<file path="config.mk">
export PLATFORM = sky130hd
export DESIGN_NAME = srtf_preemptive_scheduler_core_flat
export DESIGN_NICKNAME = d
export VERILOG_FILES = /design/src/srtf_pkg.sv /design/src/srtf_req_if.sv /design/src/srtf_res_if.sv /design/src/srtf_preemptive_scheduler_core.sv /design/src/srtf_ctrl.sv /design/src/srtf_datapath.sv /design/src/flat_wrapper.sv
export SDC_FILE = /design/constraint.sdc
export NUM_CORES = 1
export LEC_CHECK = 0
export BUFFER_PORTS_ARGS = -buffer_cell sky130_fd_sc_hd__buf_2
export CORE_MARGIN = 3
export CORE_UTILIZATION = 30
export DETAILED_ROUTE_END_ITERATION = 10
export GPL_TIMING_DRIVEN = 1
export PLACE_DENSITY_LB_ADDON = 0.05
export SLEW_MARGIN = 20
export SYNTH_ARGS = -nofsm -noshare
export SYNTH_HDL_FRONTEND = slang
export SYNTH_HIERARCHICAL = 1
export SYNTH_SLANG_ARGS = --single-unit
</file>
<file path="constraint.sdc">
create_clock -name i_clk -period 9.7 [get_ports i_clk]
set_clock_uncertainty 0.15 [all_clocks]
set_input_delay 2.91 -clock i_clk [delete_from_list [all_inputs] [get_ports i_clk]]
set_output_delay 2.91 -clock i_clk [all_outputs]
set_load 0.03 [all_outputs]
</file>
<file path="src/srtf_pkg.sv">
// ============================================================================
// srtf_pkg - shared types and constants for the SRTF scheduler
// Field widths of the request and result words, and the command and
// status bundles that pass between the controller and the datapath.
// ============================================================================
package srtf_pkg;

    // Widths of the request and result word fields.
    localparam int REQ_TYPE_W   = 1;
    localparam int SLOT_FIELD_W = 4;
    localparam int BURST_FIELD_W = 16;
    localparam int TICK_W       = 32;

    // Request type codes.
    localparam logic [REQ_TYPE_W-1:0] REQ_ARRIVAL = 1'b0;
    localparam logic [REQ_TYPE_W-1:0] REQ_TICK    = 1'b1;

    // Commands from the controller to the datapath.
    typedef struct packed {
        logic arrive;      // accepted arrival word: load the slot if free and the burst is nonzero
        logic rd_cur;      // read remaining time of the running slot
        logic scan_start;  // clear the scan index
        logic scan_step;   // read remaining time at the scan index, advance
        logic cmp_init;    // seed the best candidate with the running slot
        logic cmp_step;    // compare the last read slot against the best
        logic rd_fst;      // read first service tick of the best slot
        logic commit;      // serve the best slot and load the result
    } t_dp_cmd;

    // Status from the datapath to the controller.
    typedef struct packed {
        logic scan_last;   // scan index points at the last slot
        logic out_free;    // result register can take a new word
    } t_dp_sts;

endpackage : srtf_pkg

</file>
<file path="src/srtf_req_if.sv">
// ============================================================================
// srtf_req_if - request channel of the SRTF scheduler
// Valid/ready channel that carries arrival and tick words.
// ============================================================================
interface srtf_req_if;
    import srtf_pkg::*;

    logic                     valid;
    logic                     ready;
    logic [REQ_TYPE_W-1:0]    req_type;
    logic [SLOT_FIELD_W-1:0]  job_slot;
    logic [BURST_FIELD_W-1:0] burst_length;

    modport source (output valid, output req_type, output job_slot,
                    output burst_length, input ready);
    modport sink   (input valid, input req_type, input job_slot,
                    input burst_length, output ready);

endinterface : srtf_req_if

</file>
<file path="src/srtf_res_if.sv">
// ============================================================================
// srtf_res_if - result channel of the SRTF scheduler
// Valid/ready channel that carries one result word per tick.
// ============================================================================
interface srtf_res_if;
    import srtf_pkg::*;

    logic                    valid;
    logic                    ready;
    logic [SLOT_FIELD_W-1:0] run_slot;
    logic                    idle;
    logic                    first_run;
    logic                    finished;
    logic [TICK_W-1:0]       start_tick;
    logic [TICK_W-1:0]       end_tick;

    modport source (output valid, output run_slot, output idle, output first_run,
                    output finished, output start_tick, output end_tick,
                    input ready);
    modport sink   (input valid, input run_slot, input idle, input first_run,
                    input finished, input start_tick, input end_tick,
                    output ready);

endinterface : srtf_res_if

</file>
<file path="src/srtf_preemptive_scheduler_core.sv">
// ============================================================================
// srtf_preemptive_scheduler_core - preemptive SRTF job scheduler
// Top level: request and result channels, controller and datapath.
// ============================================================================
// The block keeps NUM_SLOTS job slots. An arrival word with a nonzero burst
// loads a free slot with that burst length; it gives no result. A tick word
// picks the job to run under shortest-remaining-time-first rules, serves it
// for one tick and returns exactly one result word. The time a tick takes
// is set by the search for the smallest remaining time, which walks the
// slots through the single read port of the remaining-time memory, one
// slot per cycle, followed by one read of the first-service memory and a
// commit. The result sits in an output register, so a new word is accepted
// while an earlier result still waits to be taken; a tick only stalls at
// its commit if the previous result has not yet been taken.
module srtf_preemptive_scheduler_core #(
    parameter int NUM_SLOTS  = 16,
    parameter int BURST_BITS = 16
) (
    input  logic              i_clk,
    input  logic              i_rst_n,
    srtf_req_if.sink          i_req,
    srtf_res_if.source        o_res
);
    import srtf_pkg::*;

    t_dp_cmd w_cmd;
    t_dp_sts w_sts;
    logic    w_in_ready;
    logic    w_is_tick;

    // The type bit only steers the controller; the datapath sees the slot
    // and burst fields and judges whether an arrival may load its slot.
    assign w_is_tick   = (i_req.req_type == REQ_TICK);
    assign i_req.ready = w_in_ready;

    // Controller: accepts words and sequences the scan and the commit.
    srtf_ctrl u_ctrl (
        .i_clk      (i_clk),
        .i_rst_n    (i_rst_n),
        .i_in_valid (i_req.valid),
        .i_is_tick  (w_is_tick),
        .o_in_ready (w_in_ready),
        .i_sts      (w_sts),
        .o_cmd      (w_cmd)
    );

    // Datapath: slot tables, minimum search and the result register.
    srtf_datapath #(
        .NUM_SLOTS  (NUM_SLOTS),
        .BURST_BITS (BURST_BITS)
    ) u_datapath (
        .i_clk          (i_clk),
        .i_rst_n        (i_rst_n),
        .i_cmd          (w_cmd),
        .o_sts          (w_sts),
        .i_job_slot     (i_req.job_slot),
        .i_burst_length (i_req.burst_length),
        .i_out_ready    (o_res.ready),
        .o_out_valid    (o_res.valid),
        .o_run_slot     (o_res.run_slot),
        .o_idle         (o_res.idle),
        .o_first_run    (o_res.first_run),
        .o_finished     (o_res.finished),
        .o_start_tick   (o_res.start_tick),
        .o_end_tick     (o_res.end_tick)
    );

endmodule : srtf_preemptive_scheduler_core

</file>
<file path="src/srtf_ctrl.sv">
// ============================================================================
// srtf_ctrl - sequencing state machine of the SRTF scheduler
// Accepts request words and steps the datapath through the slot scan,
// the first-service lookup and the commit of each tick.
// ============================================================================
module srtf_ctrl (
    input  logic              i_clk,
    input  logic              i_rst_n,
    input  logic              i_in_valid,
    input  logic              i_is_tick,
    output logic              o_in_ready,
    input  srtf_pkg::t_dp_sts i_sts,
    output srtf_pkg::t_dp_cmd o_cmd
);
    import srtf_pkg::*;

    localparam logic [2:0] S_IDLE   = 3'd0;
    localparam logic [2:0] S_INIT   = 3'd1;
    localparam logic [2:0] S_SCAN   = 3'd2;
    localparam logic [2:0] S_LAST   = 3'd3;
    localparam logic [2:0] S_FST    = 3'd4;
    localparam logic [2:0] S_COMMIT = 3'd5;

    logic [2:0] r_state;
    logic [2:0] n_state;

    assign o_in_ready = (r_state == S_IDLE);

    always_comb begin
        n_state = r_state;
        o_cmd   = '0;
        unique case (r_state)
            S_IDLE: begin
                if (i_in_valid) begin
                    if (i_is_tick) begin
                        o_cmd.rd_cur     = 1'b1;
                        o_cmd.scan_start = 1'b1;
                        n_state          = S_INIT;
                    end else begin
                        o_cmd.arrive = 1'b1;
                    end
                end
            end
            S_INIT: begin
                o_cmd.scan_step = 1'b1;
                o_cmd.cmp_init  = 1'b1;
                n_state         = S_SCAN;
            end
            S_SCAN: begin
                o_cmd.scan_step = 1'b1;
                o_cmd.cmp_step  = 1'b1;
                if (i_sts.scan_last) begin
                    n_state = S_LAST;
                end
            end
            S_LAST: begin
                o_cmd.cmp_step = 1'b1;
                n_state        = S_FST;
            end
            S_FST: begin
                o_cmd.rd_fst = 1'b1;
                n_state      = S_COMMIT;
            end
            S_COMMIT: begin
                if (i_sts.out_free) begin
                    o_cmd.commit = 1'b1;
                    n_state      = S_IDLE;
                end
            end
            default: begin
                n_state = S_IDLE;
            end
        endcase
    end

    always_ff @(posedge i_clk) begin
        if (!i_rst_n) begin
            r_state <= S_IDLE;
        end else begin
            r_state <= n_state;
        end
    end

    // An accepted tick always starts the scan on the next cycle.
    a_tick_starts_scan: assert property (@(posedge i_clk) disable iff (!i_rst_n)
        (i_in_valid && o_in_ready && i_is_tick) |=> (r_state == S_INIT))
        else $error("accepted tick did not start the scan");

    // The last compare only follows a scan cycle.
    a_last_after_scan: assert property (@(posedge i_clk) disable iff (!i_rst_n)
        (r_state == S_LAST) |-> ($past(r_state) == S_SCAN))
        else $error("last compare entered without a scan");

    // A commit never overwrites a result that is still waiting.
    a_commit_free: assert property (@(posedge i_clk) disable iff (!i_rst_n)
        o_cmd.commit |-> i_sts.out_free)
        else $error("commit while result register busy");

endmodule : srtf_ctrl

</file>
<file path="src/srtf_datapath.sv">
// ============================================================================
// srtf_datapath - slot tables, minimum search and result register
// Holds the remaining-time and first-service memories, the per-slot
// active and started bits, the running-job registers and the tick counter.
// ============================================================================
module srtf_datapath #(
    parameter int NUM_SLOTS  = 16,
    parameter int BURST_BITS = 16
) (
    input  logic                                   i_clk,
    input  logic                                   i_rst_n,
    input  srtf_pkg::t_dp_cmd                      i_cmd,
    output srtf_pkg::t_dp_sts                      o_sts,
    input  logic [srtf_pkg::SLOT_FIELD_W-1:0]      i_job_slot,
    input  logic [srtf_pkg::BURST_FIELD_W-1:0]     i_burst_length,
    input  logic                                   i_out_ready,
    output logic                                   o_out_valid,
    output logic [srtf_pkg::SLOT_FIELD_W-1:0]      o_run_slot,
    output logic                                   o_idle,
    output logic                                   o_first_run,
    output logic                                   o_finished,
    output logic [srtf_pkg::TICK_W-1:0]            o_start_tick,
    output logic [srtf_pkg::TICK_W-1:0]            o_end_tick
);
    import srtf_pkg::*;

    localparam int SLOT_W = (NUM_SLOTS > 1) ? $clog2(NUM_SLOTS) : 1;

    // Storage.
    logic [BURST_BITS-1:0] r_rem_mem [NUM_SLOTS];
    logic [TICK_W-1:0]     r_fst_mem [NUM_SLOTS];
    logic [NUM_SLOTS-1:0]  r_active;
    logic [NUM_SLOTS-1:0]  r_started;
    logic [SLOT_W-1:0]     r_cur_slot;
    logic                  r_cur_valid;
    logic [TICK_W-1:0]     r_tick;

    // Scan and selection.
    logic [SLOT_W-1:0]     r_idx;
    logic [SLOT_W-1:0]     r_rd_idx;
    logic [BURST_BITS-1:0] r_rd_data;
    logic                  r_have;
    logic [SLOT_W-1:0]     r_best;
    logic [BURST_BITS-1:0] r_best_rem;
    logic [TICK_W-1:0]     r_fst_rd;

    // Result register.
    logic                    r_out_valid;
    logic [SLOT_FIELD_W-1:0] r_out_slot;
    logic                    r_out_idle;
    logic                    r_out_first;
    logic                    r_out_finished;
    logic [TICK_W-1:0]       r_out_start;
    logic [TICK_W-1:0]       r_out_end;

    // Arrival decode.
    logic [8:0]            w_slot_ext;
    logic                  w_in_range;
    logic [SLOT_W-1:0]     w_arr_idx;
    logic [31:0]           w_burst32;
    logic [BURST_BITS-1:0] w_burst;
    logic                  w_arr_ok;

    // Compare and commit.
    logic                  w_take;
    logic                  w_seed_have;
    logic [BURST_BITS-1:0] w_new_rem;
    logic                  w_first;
    logic                  w_done;
    logic [TICK_W-1:0]     w_start;
    logic [TICK_W-1:0]     w_tick_nx;
    logic [8:0]            w_best_ext;
    logic                  w_serve;

    assign w_slot_ext = 9'(i_job_slot);
    assign w_in_range = (w_slot_ext < 9'(NUM_SLOTS));
    assign w_arr_idx  = w_slot_ext[SLOT_W-1:0];
    assign w_burst32  = 32'(i_burst_length);
    assign w_burst    = w_burst32[BURST_BITS-1:0];
    assign w_arr_ok   = i_cmd.arrive && w_in_range && !r_active[w_arr_idx]
                        && (w_burst != '0);

    assign w_take      = r_active[r_rd_idx] && (!r_have || (r_rd_data < r_best_rem));
    assign w_seed_have = r_cur_valid && r_active[r_cur_slot];

    assign w_serve    = i_cmd.commit && r_have;
    assign w_new_rem  = r_best_rem - 1'b1;
    assign w_first    = !r_started[r_best];
    assign w_done     = (w_new_rem == '0);
    assign w_start    = w_first ? r_tick : r_fst_rd;
    assign w_tick_nx  = r_tick + 32'd1;
    assign w_best_ext = 9'(r_best);

    assign o_sts.scan_last = (r_idx == SLOT_W'(NUM_SLOTS - 1));
    assign o_sts.out_free  = !r_out_valid || i_out_ready;

    // Remaining-time memory: one write port, one registered read port.
    always_ff @(posedge i_clk) begin
        if (w_arr_ok) begin
            r_rem_mem[w_arr_idx] <= w_burst;
        end else if (w_serve) begin
            r_rem_mem[r_best] <= w_new_rem;
        end
        if (i_cmd.rd_cur) begin
            r_rd_data <= r_rem_mem[r_cur_slot];
        end else if (i_cmd.scan_step) begin
            r_rd_data <= r_rem_mem[r_idx];
        end
    end

    // First-service memory.
    always_ff @(posedge i_clk) begin
        if (w_serve && w_first) begin
            r_fst_mem[r_best] <= r_tick;
        end
        if (i_cmd.rd_fst) begin
            r_fst_rd <= r_fst_mem[r_best];
        end
    end

    // Control state.
    always_ff @(posedge i_clk) begin
        if (!i_rst_n) begin
            r_active    <= '0;
            r_started   <= '0;
            r_cur_slot  <= '0;
            r_cur_valid <= 1'b0;
            r_tick      <= '0;
            r_idx       <= '0;
            r_have      <= 1'b0;
            r_out_valid <= 1'b0;
        end else begin
            if (w_arr_ok) begin
                r_active[w_arr_idx]  <= 1'b1;
                r_started[w_arr_idx] <= 1'b0;
            end
            if (i_cmd.scan_start) begin
                r_idx <= '0;
            end else if (i_cmd.scan_step) begin
                r_idx <= r_idx + 1'b1;
            end
            if (i_cmd.cmp_init) begin
                r_have <= w_seed_have;
            end else if (i_cmd.cmp_step && w_take) begin
                r_have <= 1'b1;
            end
            if (i_cmd.commit) begin
                r_tick <= w_tick_nx;
                if (!r_have) begin
                    r_cur_valid <= 1'b0;
                end else begin
                    if (w_first) begin
                        r_started[r_best] <= 1'b1;
                    end
                    if (w_done) begin
                        r_active[r_best] <= 1'b0;
                        r_cur_valid      <= 1'b0;
                    end else begin
                        r_cur_slot  <= r_best;
                        r_cur_valid <= 1'b1;
                    end
                end
            end
            r_out_valid <= i_cmd.commit || (r_out_valid && !i_out_ready);
        end
    end

    // Payload registers.
    always_ff @(posedge i_clk) begin
        if (i_cmd.scan_step) begin
            r_rd_idx <= r_idx;
        end
        if (i_cmd.cmp_init) begin
            r_best     <= r_cur_slot;
            r_best_rem <= r_rd_data;
        end else if (i_cmd.cmp_step && w_take) begin
            r_best     <= r_rd_idx;
            r_best_rem <= r_rd_data;
        end
        if (i_cmd.commit) begin
            r_out_slot     <= r_have ? w_best_ext[SLOT_FIELD_W-1:0] : '0;
            r_out_idle     <= !r_have;
            r_out_first    <= r_have && w_first;
            r_out_finished <= r_have && w_done;
            r_out_start    <= (r_have && w_done) ? w_start : '0;
            r_out_end      <= (r_have && w_done) ? w_tick_nx : '0;
        end
    end

    assign o_out_valid  = r_out_valid;
    assign o_run_slot   = r_out_slot;
    assign o_idle       = r_out_idle;
    assign o_first_run  = r_out_first;
    assign o_finished   = r_out_finished;
    assign o_start_tick = r_out_start;
    assign o_end_tick   = r_out_end;

    // The running job always sits in an active slot.
    a_cur_active: assert property (@(posedge i_clk) disable iff (!i_rst_n)
        r_cur_valid |-> r_active[r_cur_slot])
        else $error("running job in an inactive slot");

    // A completion is never reported on an idle tick.
    a_finish_not_idle: assert property (@(posedge i_clk) disable iff (!i_rst_n)
        (r_out_valid && r_out_finished) |-> !r_out_idle)
        else $error("finished flag on an idle tick");

endmodule : srtf_datapath

</file>
<file path="src/flat_wrapper.sv">
// flat-port wrapper written by rule: the top's interface ports become plain ports
module srtf_preemptive_scheduler_core_flat import srtf_pkg::*;
#(
    parameter int NUM_SLOTS  = 16,
    parameter int BURST_BITS = 16
)
  (i_clk, i_rst_n, i_req_valid, i_req_req_type, i_req_job_slot, i_req_burst_length, i_req_ready, o_res_valid, o_res_run_slot, o_res_idle, o_res_first_run, o_res_finished, o_res_start_tick, o_res_end_tick, o_res_ready);
  srtf_req_if i_req_i ();
  srtf_res_if o_res_i ();
  input  logic i_clk;
  input  logic i_rst_n;
  input wire logic [$bits(i_req_i.valid)-1:0] i_req_valid;
  input wire logic [$bits(i_req_i.req_type)-1:0] i_req_req_type;
  input wire logic [$bits(i_req_i.job_slot)-1:0] i_req_job_slot;
  input wire logic [$bits(i_req_i.burst_length)-1:0] i_req_burst_length;
  output wire logic [$bits(i_req_i.ready)-1:0] i_req_ready;
  output wire logic [$bits(o_res_i.valid)-1:0] o_res_valid;
  output wire logic [$bits(o_res_i.run_slot)-1:0] o_res_run_slot;
  output wire logic [$bits(o_res_i.idle)-1:0] o_res_idle;
  output wire logic [$bits(o_res_i.first_run)-1:0] o_res_first_run;
  output wire logic [$bits(o_res_i.finished)-1:0] o_res_finished;
  output wire logic [$bits(o_res_i.start_tick)-1:0] o_res_start_tick;
  output wire logic [$bits(o_res_i.end_tick)-1:0] o_res_end_tick;
  input wire logic [$bits(o_res_i.ready)-1:0] o_res_ready;
  assign i_req_i.valid = i_req_valid;
  assign i_req_i.req_type = i_req_req_type;
  assign i_req_i.job_slot = i_req_job_slot;
  assign i_req_i.burst_length = i_req_burst_length;
  assign i_req_ready = i_req_i.ready;
  assign o_res_valid = o_res_i.valid;
  assign o_res_run_slot = o_res_i.run_slot;
  assign o_res_idle = o_res_i.idle;
  assign o_res_first_run = o_res_i.first_run;
  assign o_res_finished = o_res_i.finished;
  assign o_res_start_tick = o_res_i.start_tick;
  assign o_res_end_tick = o_res_i.end_tick;
  assign o_res_i.ready = o_res_ready;
  srtf_preemptive_scheduler_core #(.NUM_SLOTS(NUM_SLOTS), .BURST_BITS(BURST_BITS)) u_core (.i_clk(i_clk), .i_rst_n(i_rst_n), .i_req(i_req_i), .o_res(o_res_i));
endmodule
</file>
==> results.cfg <==
[worst_setup_path]
critical_path_required_ns = 9.88
worst_setup_path_start_kind = input port
arrival_ns = 6.38
criticalPathCategory = in2reg
timing.critical_path.to_type = flip-flop
worst-path-max-fanout = 35

[final_layout]
final_layout_size_suffix_gt1_share_pct = 32.33
stdcell_count = 4182
final_common_cell = edfxtp_1
final_net_count = 2343
syn_to_final_growth_pct = 16.79
nFillCells = 12670
layout_common_cells = 911 x edfxtp_1, 338 x mux4_2, 159 x nor2_1

[timing]
fin_ws_ns = 3.495
relSlewSlack_pct = 28.51
timing_worst_slew_pin_value_ns = 1.072
total_count_of_max_transition_violations_in_the_final_report = 0
layout_worst_path_cycle_share_pct = 63.97
highest_achievable_clock_rate_mhz = 161.2
finalSetupViolations = 0
timing.final.crit_period_ns = 6.205
grt_setup_unrepaired = no
final-hold-violation-count = 0
final.setup.tns_ns = 0

[clock_tree]
post-cts-setup-buffer-count = 0
cts_made_buffers = 113
clkLatencyLatePin_ns = 0.73
cts_resized = 0
clk_pin_slew_ns = 0.06
numClockSinks = 997
clock_tree_from_tritoncts = done
cts-hold-fix-buffers = 0
ctsRootBufferMaster = clkbuf_16
clock_tree.htree_level_count = 3
ctsLongestPathBuffers = 3

[routing]
drt_iter0_drc = 1546
drt.antenna.violating_nets = 0
viasPerCell = 5.029
finalWirelength_um = 120000
wire_per_inst_um = 28.70
detailedRoute.firstPassIterationCount = 5
routed-via-count = 21030
wl_met3_um = 4045
routed-wl-met2_um = 61700
post-route-drc-count = 0
top_layer_used = met4
routedLengthMet1_um = 51170

[logic_synthesis]
netlist_area_um2 = 41450
total_of_flip_flops_plus_latches_after_synthesis = 997
synth_top_cells_by_area = edfxtp_1 66%, mux4_2 18%, dfxtp_1 4.2%
synth-async-reset-ratio_pct = 0
synthesis.nets = 2195
synth_cells = 2151
synth_enable_flop_cells = 911
ys.flop_type = edfxtp_1
warnings_from_yosys = 6
yosysSeqAreaShare_pct = 70.14
synth_area_leader_cell = edfxtp_1
synth_top_cell_area_share_pct = 65.99
synth.lib_cells_used.distinct = 60
postSynthAreaPerCell_um2 = 19.27

[global_routing]
first_global_vias = 23120
grtUsageTotal_pct = 17.04
gr-total-overflow = 0
antenna_violations_before_repair = 2
largest_net_degree_at_the_start_of_global_routing = 103
grt_pass1_wl_um = 173300

[placed_design]
port_buffers = 97
place_inst = 3965
preCtsSetupSlack_ns = 2.706
dpl.hpwl_um = 68620
gpl_wtd_cong = 0.7770

[floorplan]
floorplan.die_area_um2 = 142700
row_count = 135
initial_standard_cell_utilization_of_the_core_pct = 30.41
dieWidth_um = 377.7
dieHeight_um = 377.7
core-area_um2 = 136300
io_pins = 98

[job]
max_capacitance_violation_count = 0

[power_and_ir_drop]
leakage_nw = 13.58
vdd_ir_drop_max_uv = 124.5
p_per_area_nw_per_um2 = 196.3

[status]
result_of_the_run = finished clean

[hold_path]
hp-class = reg2reg
path summary, 6_finish.rpt:
check | cells past startpoint | startpoint | end | slack [ns]
worst max-delay path | 9 | i_req_burst_length[10] | u_core/u_datapath/r_rem_mem[8][3] | 3.50
worst min-delay path | 0 | u_core/u_datapath/r_rd_data[10] | u_core/u_datapath/r_best_rem[10] | 0.31
worst max register to register | 6 | u_core/u_datapath/r_best[0] | u_core/u_datapath/r_fst_mem[13][28] | 4.49
worst min register to register | 0 | u_core/u_datapath/r_rd_data[10] | u_core/u_datapath/r_best_rem[10] | 0.31
through the flow:
| step | power [mW] | hold WS [ns] | util [%] | instance area [µm²] |
|---|---|---|---|---|
| 2_1_floorplan | 4.958 | 0.2668 | - | 41460 |
| 5_1_grt | 9.857 | 0.3237 | 35.52 | 48410 |
| 3_3_place_gp | 5.071 | 0.2929 | 32.55 | 44370 |
| 4_1_cts | 9.669 | 0.3196 | 35.49 | 48380 |
| 6_report | 9.503 | 0.3123 | 35.52 | 48420 |
| 3_5_place_dp | 5.072 | 0.3017 | 32.57 | 44390 |
layer usage:
layer	global-route usage, %	vias up
met5	0	-
met2	29.89	429
met3	2.330	168
li1	-	9085
met1	21.82	11350
met4	5.295	0
synth_stat cells (3+ instances only):
cell type,n
mux2_2,21
xnor2_1,35
xor2_1,41
o22ai_1,10
or2_2,3
or3_1,5
nor3_1,16
a31oi_1,19
nor2_1,177
edfxtp_1,911
nor4_1,7
nor3b_1,4
dfxtp_1,86
nand2_1,75
a21oi_1,36
buf_6,7
mux4_2,339
nand2b_1,6
buf_2,10
o31ai_1,3
nand3_1,22
buf_1,33
and2_1,12
o21ai_0,28
ha_1,19
nand4_1,18
a21o_1,8
o21bai_1,3
and3_1,13
clkbuf_1,79
nor2b_1,4
and4_1,4
mux2i_1,42
inv_1,23
power breakdown:
part	total (mW)	internal [mW]	switching, mW	leakage [nW]
clock network	4.53	2.74	1.79	1.97
logic	0.272	0.111	0.162	3.66
registers	4.70	4.67	0.0312	7.94
flip-flops by register name, summed over array words and instances (netlist names), 32 cells and up, named ones only:
| signal | flops |
|---|---|
| u_core/u_datapath/r_fst_mem | 512 |
| u_core/u_datapath/r_rem_mem | 256 |
| u_core/u_datapath/o_end_tick | 32 |
| u_core/u_datapath/o_start_tick | 32 |
| u_core/u_datapath/r_fst_rd | 32 |
| u_core/u_datapath/r_tick | 32 |
cell type report:
cell class | count | area, µm² | share of cell area, %
multi-input combinational | 998 | 12010 | 24.81
sequential | 997 | 29090 | 60.08
timing repair buffer | 164 | 1001 | 2.067
clock buffer | 150 | 3269 | 6.753
clock inverter | 66 | 715.7 | 1.478
tap | 1781 | 2228 | 4.603
inverter | 25 | 98.84 | 0.2042
antenna | 1 | 2.502 | 0.005169
logic make-up (layout without fill, tap and decap cells):
family                     Yosys count  in the layout  share of synthesized area, %
AOI/OAI and AO/OA                  115            115                         1.633
buffers and inverters              156            405                         1.618
xor gates and xnor gates            76             76                         1.606
other                                0              1                             0
muxes                              402            402                         20.00
adders and majority gates           19             19                        0.5735
DFF                                997            997                         70.14
and+or+nand+nor                    386            386                         4.425
worst max-delay path, stage by stage:
cell and delay [ns]:
buf_2 0.11, nor4_1 0.42, nand4_1 0.49, nand2_1 0.43
nor2_1 0.09, nor2_2 0.09, buf_4 0.41, nand3b_1 0.42
o31ai_4 0.97
Power figures use the tool's default switching activity.
